[src/hw/rtl/ccc_pkg.sv]
// Character class counter: shared constants, types and helpers.
// No dependencies; imported by every module of the block.
`timescale 1ns / 1ps

package ccc_pkg;

  localparam int NUM_CATS = 8;
  localparam int SPEC_LEN = 32;

  localparam int CAT_W   = (NUM_CATS > 1) ? $clog2(NUM_CATS) : 1;
  localparam int TOT_W   = $clog2(NUM_CATS + 1);
  localparam int LEN_W   = $clog2(SPEC_LEN + 1);
  localparam int ADDR_W  = $clog2(SPEC_LEN);
  localparam int CNT_W   = $clog2(SPEC_LEN + 2);
  localparam int COUNT_W = 16;

  localparam logic [7:0]         CH_CARET  = 8'h5E;
  localparam logic [7:0]         CH_DASH   = 8'h2D;
  localparam logic [8:0]         CASE_GAP  = 9'd32;
  localparam logic [7:0]         CH_UP_A   = 8'h41;
  localparam logic [7:0]         CH_UP_Z   = 8'h5A;
  localparam logic [7:0]         CH_LO_A   = 8'h61;
  localparam logic [7:0]         CH_LO_Z   = 8'h7A;
  localparam logic [COUNT_W-1:0] COUNT_MAX = '1;

  typedef enum logic [1:0] {
    OP_NEW_CAT = 2'd0,
    OP_APPEND  = 2'd1,
    OP_TEXT    = 2'd2,
    OP_EOL     = 2'd3
  } ccc_op_e;

  typedef logic [NUM_CATS-1:0][7:0]       ccc_row_t;
  typedef logic [NUM_CATS-1:0][LEN_W-1:0] ccc_lens_t;

  // walk control from the sequencer to the match lanes
  typedef struct packed {
    logic             clear;
    logic             shift;
    logic             eval;
    logic [LEN_W-1:0] pos;
  } ccc_step_t;

  function automatic logic is_letter(input logic [7:0] c);
    return ((c >= CH_UP_A) && (c <= CH_UP_Z)) || ((c >= CH_LO_A) && (c <= CH_LO_Z));
  endfunction

endpackage

[src/hw/rtl/ccc_spec_mem.sv]
// Spec store: one row per spec position, one byte lane per category.
// Byte-lane write, registered read. Depends on ccc_pkg.
`timescale 1ns / 1ps

module ccc_spec_mem
  import ccc_pkg::*;
(
  input  logic              clk_i,
  input  logic              we_i,
  input  logic [ADDR_W-1:0] waddr_i,
  input  logic [CAT_W-1:0]  wlane_i,
  input  logic [7:0]        wdata_i,
  input  logic [ADDR_W-1:0] raddr_i,
  output ccc_row_t          rdata_o
);

  ccc_row_t mem [SPEC_LEN];
  ccc_row_t rdata_q;

  always_ff @(posedge clk_i) begin
    if (we_i) begin
      mem[waddr_i][wlane_i] <= wdata_i;
    end
    rdata_q <= mem[raddr_i];
  end

  assign rdata_o = rdata_q;

endmodule

[src/hw/rtl/ccc_match.sv]
// Match lanes: one per category, each walks its spec one position per step
// with a three-byte window. Depends on ccc_pkg.
`timescale 1ns / 1ps

module ccc_match
  import ccc_pkg::*;
(
  input  logic                clk_i,
  input  logic                rst_ni,
  input  ccc_step_t           step_i,
  input  logic [7:0]          char_i,
  input  ccc_lens_t           lens_i,
  input  ccc_row_t            next_i,
  output logic [NUM_CATS-1:0] hit_o
);

  ccc_row_t            cur_q, prev_q;
  logic [NUM_CATS-1:0] seen_q, hit_q;
  logic [NUM_CATS-1:0] seen_d, hit_d;
  logic                letter;
  logic [8:0]          c9;

  assign letter = is_letter(char_i);
  assign c9     = {1'b0, char_i};

  always_comb begin
    logic             in_spec, interior, caret_here, dash_here, eq_case, m;
    logic [LEN_W:0]   pos_nx;
    logic [8:0]       t9;
    seen_d = seen_q;
    hit_d  = hit_q;
    pos_nx = {1'b0, step_i.pos} + (LEN_W+1)'(1);
    for (int i = 0; i < NUM_CATS; i++) begin
      in_spec    = step_i.pos < lens_i[i];
      interior   = (step_i.pos != '0) && (pos_nx < {1'b0, lens_i[i]});
      caret_here = (cur_q[i] == CH_CARET) && letter;
      dash_here  = (cur_q[i] == CH_DASH) && interior;
      t9         = {1'b0, cur_q[i]};
      eq_case    = (c9 == t9) || ((c9 + CASE_GAP) == t9) || (c9 == (t9 + CASE_GAP));
      m = 1'b0;
      if (seen_q[i] && letter && eq_case) begin
        m = 1'b1;
      end
      if (dash_here) begin
        if ((char_i >= prev_q[i]) && (char_i < next_i[i])) begin
          m = 1'b1;
        end
      end else if (!caret_here && (char_i == cur_q[i])) begin
        m = 1'b1;
      end
      if (step_i.eval && in_spec) begin
        hit_d[i]  = hit_q[i] | m;
        seen_d[i] = seen_q[i] | (cur_q[i] == CH_CARET);
      end
    end
    if (step_i.clear) begin
      seen_d = '0;
      hit_d  = '0;
    end
  end

  always_ff @(posedge clk_i or negedge rst_ni) begin
    if (!rst_ni) begin
      seen_q <= '0;
      hit_q  <= '0;
    end else begin
      seen_q <= seen_d;
      hit_q  <= hit_d;
    end
  end

  always_ff @(posedge clk_i) begin
    if (step_i.shift) begin
      prev_q <= cur_q;
      cur_q  <= next_i;
    end
  end

  assign hit_o = hit_q;

endmodule

[src/hw/rtl/char_class_counter_top.sv]
// Character class counter top level: stream ports, sequencer, line counts.
// Depends on ccc_pkg, ccc_spec_mem and ccc_match.
`timescale 1ns / 1ps

// Category opens and spec appends are handled in the idle state, as is an end
// of line with no category open. A text character walks the spec store one row
// per cycle, all categories in parallel, up to the longest spec loaded since
// reset, then updates the counts; with no spec byte loaded it goes straight to
// the count update. End of line emits one word per open category, one per cycle
// while the sink is ready; the next input word is taken once the last of them
// sits in the output register.
module char_class_counter_top
  import ccc_pkg::*;
(
  input  logic        clk_i,
  input  logic        rst_ni,
  input  logic        s_axis_tvalid_i,
  output logic        s_axis_tready_o,
  input  logic [7:0]  s_axis_tdata_i,   // [7:0] value
  input  logic [1:0]  s_axis_tuser_i,   // [1:0] opcode
  output logic        m_axis_tvalid_o,
  input  logic        m_axis_tready_i,
  output logic [15:0] m_axis_tdata_o,   // [15:0] count
  output logic [2:0]  m_axis_tuser_o,   // [2:0] category
  output logic        m_axis_tlast_o
);

  typedef enum logic [1:0] {
    S_IDLE,
    S_WALK,
    S_UPDATE,
    S_REPORT
  } state_e;

  state_e                              state_q;
  logic [TOT_W-1:0]                    total_q;
  ccc_lens_t                           lens_q;
  logic [LEN_W-1:0]                    max_len_q;
  logic [NUM_CATS-1:0][COUNT_W-1:0]    counts_q;
  logic [CNT_W-1:0]                    cnt_q;
  logic [7:0]                          char_q;
  logic [CAT_W-1:0]                    rep_idx_q;
  logic                                m_valid_q, m_last_q;
  logic [2:0]                          m_cat_q;
  logic [COUNT_W-1:0]                  m_count_q;

  logic                accept;
  ccc_op_e             op;
  logic [CAT_W-1:0]    cur_cat;
  logic                mem_we;
  ccc_row_t            rdata;
  ccc_step_t           step;
  logic [NUM_CATS-1:0] hit;
  logic                out_free;

  assign s_axis_tready_o = (state_q == S_IDLE);
  assign accept          = s_axis_tvalid_i && s_axis_tready_o;
  assign op              = ccc_op_e'(s_axis_tuser_i);
  assign cur_cat         = CAT_W'(total_q - TOT_W'(1));
  assign mem_we          = accept && (op == OP_APPEND) && (total_q != '0)
                           && (lens_q[cur_cat] < LEN_W'(SPEC_LEN));
  assign out_free        = !m_valid_q || m_axis_tready_i;

  always_comb begin
    step.clear = accept && (op == OP_TEXT);
    step.shift = (state_q == S_WALK) && (cnt_q != '0);
    step.eval  = (state_q == S_WALK) && (cnt_q >= CNT_W'(2));
    step.pos   = LEN_W'(cnt_q - CNT_W'(2));
  end

  ccc_spec_mem u_mem (
    .clk_i   (clk_i),
    .we_i    (mem_we),
    .waddr_i (lens_q[cur_cat][ADDR_W-1:0]),
    .wlane_i (cur_cat),
    .wdata_i (s_axis_tdata_i),
    .raddr_i (cnt_q[ADDR_W-1:0]),
    .rdata_o (rdata)
  );

  ccc_match u_match (
    .clk_i  (clk_i),
    .rst_ni (rst_ni),
    .step_i (step),
    .char_i (char_q),
    .lens_i (lens_q),
    .next_i (rdata),
    .hit_o  (hit)
  );

  always_ff @(posedge clk_i or negedge rst_ni) begin
    if (!rst_ni) begin
      state_q   <= S_IDLE;
      total_q   <= '0;
      lens_q    <= '0;
      max_len_q <= '0;
      counts_q  <= '0;
      cnt_q     <= '0;
      char_q    <= '0;
      rep_idx_q <= '0;
      m_valid_q <= 1'b0;
      m_last_q  <= 1'b0;
      m_cat_q   <= '0;
      m_count_q <= '0;
    end else begin
      if (m_valid_q && m_axis_tready_i && (state_q != S_REPORT)) begin
        m_valid_q <= 1'b0;
      end
      case (state_q)
        S_IDLE: begin
          if (accept) begin
            case (op)
              OP_NEW_CAT: begin
                if (total_q < TOT_W'(NUM_CATS)) begin
                  lens_q[CAT_W'(total_q)] <= '0;
                  total_q                 <= total_q + TOT_W'(1);
                end
              end
              OP_APPEND: begin
                if (mem_we) begin
                  lens_q[cur_cat] <= lens_q[cur_cat] + LEN_W'(1);
                  if (lens_q[cur_cat] >= max_len_q) begin
                    max_len_q <= lens_q[cur_cat] + LEN_W'(1);
                  end
                end
              end
              OP_TEXT: begin
                char_q <= s_axis_tdata_i;
                cnt_q  <= '0;
                state_q <= (max_len_q == '0) ? S_UPDATE : S_WALK;
              end
              default: begin
                rep_idx_q <= '0;
                if (total_q != '0) begin
                  state_q <= S_REPORT;
                end
              end
            endcase
          end
        end
        S_WALK: begin
          cnt_q <= cnt_q + CNT_W'(1);
          if (cnt_q == CNT_W'(max_len_q) + CNT_W'(1)) begin
            state_q <= S_UPDATE;
          end
        end
        S_UPDATE: begin
          for (int i = 0; i < NUM_CATS; i++) begin
            if (hit[i] && (counts_q[i] != COUNT_MAX)) begin
              counts_q[i] <= counts_q[i] + COUNT_W'(1);
            end
          end
          state_q <= S_IDLE;
        end
        S_REPORT: begin
          if (out_free) begin
            m_valid_q           <= 1'b1;
            m_cat_q             <= 3'(rep_idx_q);
            m_count_q           <= counts_q[rep_idx_q];
            counts_q[rep_idx_q] <= '0;
            rep_idx_q           <= rep_idx_q + CAT_W'(1);
            if (TOT_W'(rep_idx_q) == total_q - TOT_W'(1)) begin
              m_last_q <= 1'b1;
              state_q  <= S_IDLE;
            end else begin
              m_last_q <= 1'b0;
            end
          end
        end
        default: begin
          state_q <= S_IDLE;
        end
      endcase
    end
  end

  assign m_axis_tvalid_o = m_valid_q;
  assign m_axis_tdata_o  = m_count_q;
  assign m_axis_tuser_o  = m_cat_q;
  assign m_axis_tlast_o  = m_last_q;

endmodule

[config.mk]
export PLATFORM = sky130hd
export DESIGN_NAME = char_class_counter_top
export DESIGN_NICKNAME = d
export VERILOG_FILES = /design/src/hw/rtl/ccc_pkg.sv /design/src/hw/rtl/ccc_spec_mem.sv /design/src/hw/rtl/ccc_match.sv /design/src/hw/rtl/char_class_counter_top.sv
export SDC_FILE = /design/constraint.sdc
export NUM_CORES = 2
export LEC_CHECK = 0
export BUFFER_PORTS_ARGS = -buffer_cell sky130_fd_sc_hd__clkbuf_2
export CORE_MARGIN = 4
export CORE_UTILIZATION = 40
export DETAILED_ROUTE_END_ITERATION = 16
export MAX_ROUTING_LAYER = met4
export PLACE_DENSITY = 0.63
export SLEW_MARGIN = 20
export SYNTH_ARGS = -nofsm -noshare
export SYNTH_HDL_FRONTEND = slang
export SYNTH_HIERARCHICAL = 1
export SYNTH_SLANG_ARGS = --single-unit
[constraint.sdc]
create_clock -name clk_i -period 13.2 [get_ports clk_i]
set_input_delay 2.64 -clock clk_i [delete_from_list [all_inputs] [get_ports clk_i]]
set_output_delay 2.64 -clock clk_i [all_outputs]
set_load 0.01 [all_outputs]
==> impl_metrics.py <==
metrics = {
    "critical_path": {
        "reg2reg_from": "total_q[0]$_DFFE_PN0P_",
        "cp-start-kind": "flip-flop",
        "cp_max_fo": 38,
        "worstSetupEndpointType": "flip-flop",
        "path_class": "reg2reg",
        "crit_arrival_ns": 6.63,
        "critPathLaunch": "total_q[0]$_DFFE_PN0P_",
        "cp.required_ns": 13.72,
    },
    "layout": {
        "final_layout_size_suffix_gt1_frac": 0.2091,
        "layout_commonest_cell": "edfxtp_1",
        "nets": 6324,
        "layout_common_cells": "edfxtp_1 (2,176), mux4_2 (607), nor2_1 (442)",
        "area_growth_pct": 12.24,
    },
    "yosys": {
        "synth_xor_area_frac": 0.01071,
        "async_flop_share": 0.09750,
        "synthAdderAreaFrac": 0.02822,
        "synth_top_family_by_area": "multiplexers",
        "synth_compound_area_frac": 0.04619,
        "synth.yosys.seq_area_share": 0.6945,
        "synth_edf_count": 2176,
        "syn_nets": 6216,
        "yosysUniqueCellTypes": 103,
        "syn-instance-count": 5966,
        "synthFlopType": "edfxtp_1",
        "synth.area.mux_share": 0.1493,
        "yosys.area_share.simple": 0.05109,
        "ys_ff_latch": 2482,
        "yosysWarnings": 6,
        "syn_area_per_cell_um2": 17.54,
        "syn_area_um2": 104600,
    },
    "timing": {
        "fin_worst_skew_ns": 0.1156,
        "holdWs_ns": 0.3983,
        "tightest_slew_ns": 1.278,
        "fin_crit_ns": 6.112,
        "max_clock_freq_mhz": 163.6,
        "hold_viol_final": 0,
        "tns_ns": 0,
        "fin_crit_sh": 0.4630,
        "grt_setup_unrepaired": "false",
        "relSlewSlack": 0.1477,
        "slew_violations": 0,
        "setup_viol": 0,
    },
    "worst_hold_path": {
        "hold_path_class": "reg2reg",
        "min_from": "u_mem/rdata_o[7]$_DFF_P_",
    },
    "detailed_routing": {
        "drc": 0,
        "dr.pass1.iters": 11,
        "wl_um": 280800,
        "vias": 57760,
        "vias_per_cell": 5.895,
        "wl_per_cell_um": 28.66,
        "ant_nets": 0,
        "first_iter_violations": 7111,
    },
    "global_route": {
        "grt_max_degree": 124,
        "grt_pass1_vias": 56790,
        "grt_usage": 0.2111,
        "grt.overflow.total": 0,
        "grt_pass1_wl_um": 409300,
        "antenna_found_initial": 13,
    },
    "clock_tree": {
        "ctsHoldBuffers": 0,
        "tritoncts.num_buffers": 239,
        "clock_latency_ns": 0.91,
        "htreeDepth": 4,
        "cts_tree": "built",
        "cts.sinks": 2482,
        "ctsResizeCount": 0,
        "clkTransAtPathRegs_ns": 0.06,
        "cts_setup_buffers": 0,
        "cts_buffer_depth": 3,
        "cts-root-buf": "clkbuf_16",
    },
    "floorplanning": {
        "num_rows": 187,
        "ios": 36,
        "die-area_um2": 269900,
        "design.core.area_um2": 259900,
        "die_w_um": 519.5,
        "die_h_um": 519.5,
        "initial_utilization": 0.4026,
    },
    "outcome": {
        "status": "complete, no violations",
    },
    "power_and_ir_drop": {
        "ir_worst_vdd_v": 0.0002924,
        "powerDensity_nw_per_um2": 218.4,
        "leakage_nw": 38.77,
    },
    "job": {
        "cap_violations": 0,
    },
    "place": {
        "dpl.hpwl_um": 176400,
        "gp_congestion": 0.8878,
        "port_buffers": 35,
    },
}
==> cells in the mapped netlist, drive strengths merged (14+ instances only) <==
| cell | n | share of area |
|---|---|---|
| inv | 202 | 0.0073 |
| buf | 142 | 0.0078 |
| o21a | 18 | 0.0013 |
| a221oi | 27 | 0.0023 |
| dfxtp | 64 | 0.012 |
| nor2 | 443 | 0.016 |
| nand3 | 102 | 0.0049 |
| nor2b | 20 | 0.0012 |
| nor3 | 50 | 0.0030 |
| nand2 | 294 | 0.011 |
| dfrtp | 242 | 0.058 |
| clkbuf | 137 | 0.0049 |
| o22ai | 29 | 0.0018 |
| o21ai | 198 | 0.0096 |
| a41oi | 16 | 0.0013 |
| nand2b | 32 | 0.0019 |
| edfxtp | 2176 | 0.62 |
| mux2 | 96 | 0.010 |
| a21o | 33 | 0.0024 |
| mux2i | 74 | 0.0076 |
| and2 | 21 | 0.0013 |
| nand4 | 53 | 0.0032 |
| a31oi | 56 | 0.0034 |
| o31ai | 19 | 0.0014 |
| xnor2 | 37 | 0.0033 |
| ha | 236 | 0.028 |
| a22o | 41 | 0.0034 |
| a21oi | 139 | 0.0067 |
| xor2 | 85 | 0.0074 |
| and3 | 30 | 0.0018 |
| nor3b | 14 | 0.0011 |
| mux4 | 610 | 0.13 |
| nor4 | 22 | 0.0016 |
==> worst max-delay path, cell delays in order (launching register included) <==
cell      delay, ns
dfrtp_1        0.32
buf_4          0.45
inv_2          0.32
ha_1           0.79
inv_1          0.55
and4_1         0.38
a211oi_2       0.23
and2_1         0.21
buf_4          0.21
nor2b_1        0.60
nand2_2        0.80
nor2_1         0.87
==> where the power goes <==
group          total [mW]  switching [mW]  internal (mW)
clock network        7.26            3.06           4.20
logic                8.30            4.76           3.55
registers            10.1           0.827           9.26
total                25.7            8.64           17.0
==> cell type report <==
| type | count | area (µm²) |
|---|---|---|
| Antenna cell | 17 | 42.54 |
| Clock buffer | 287 | 6272 |
| Clock inverter | 165 | 2168 |
| Fill cell | 21930 | 142500 |
| Inverter | 202 | 762.0 |
| Multi-Input combinational cell | 3003 | 29940 |
| Sequential cell | 2482 | 72710 |
| Tap cell | 3496 | 4374 |
| Timing Repair Buffer | 146 | 1179 |
==> path summary, 6_finish.rpt <==
check / to / slack (ns) / cells past startpoint
min: u_match/cur_q[7]$_DFFE_PP_ / 0.40 / 0
max: u_mem/mem[18][5]$_DFFE_PP_ / 7.09 / 11
min in group asynchronous: m_axis_tdata_o[8]$_DFFE_PN0P_ / 1.80 / 1
min reg2reg: u_match/cur_q[7]$_DFFE_PP_ / 0.40 / 0
max in group asynchronous: cnt_q[2]$_DFFE_PN0P_ / 9.82 / 2
max reg2reg: u_mem/mem[18][5]$_DFFE_PP_ / 7.09 / 11
==> registers in the layout, indices dropped and copies added, names as in the netlist, 3 cells and up <==
name and flops:
char_q 8, cnt_q 6, counts_q 128, lens_q 48, m_axis_tdata_o 16, m_axis_tuser_o 3
max_len_q 6, rep_idx_q 3, total_q 4, u_match/cur_q 64, u_match/hit_o 8, u_match/prev_q 64
u_match/seen_q 8, u_mem/mem 2048, u_mem/rdata_o 64
==> through the flow <==
| step | instance area [µm²] | instances | power [mW] | setup slack [ns] | util |
|---|---|---|---|---|---|
| after floorplan | 104600 | 5966 | 15.68 | 5.437 | - |
| after global placement | 108900 | 9327 | 18.31 | 6.337 | 0.4189 |
| after detailed placement | 108900 | 9327 | 18.49 | 6.414 | 0.4190 |
| after CTS | 117400 | 9779 | 25.74 | 7.191 | 0.4514 |
| after global routing | 117400 | 9792 | 26.87 | 6.803 | 0.4518 |
| final | 117500 | 9798 | 25.65 | 7.088 | 0.4518 |
==> per-layer routing <==
metal / vias up / global-route usage / wire length [µm] / part of all wire
li1: 24090 / - / - / -
met5: - / - / 0 / 0
met1: 30500 / 0.2941 / 118000 / 0.42
met4: 0 / 0.05295 / 7269 / 0.026
met2: 2774 / 0.3191 / 131400 / 0.47
met3: 398 / 0.04372 / 24240 / 0.086
==> cell families after synthesis <==
logic type / Yosys count
adders and majority gates: 236
DFF: 2482
buffers and inverters: 481
and+or+nand+nor: 1140
muxes: 780
AOI/OAI and AO/OA: 725
xor gates and xnor gates: 122
Power figures use the tool's default switching activity.
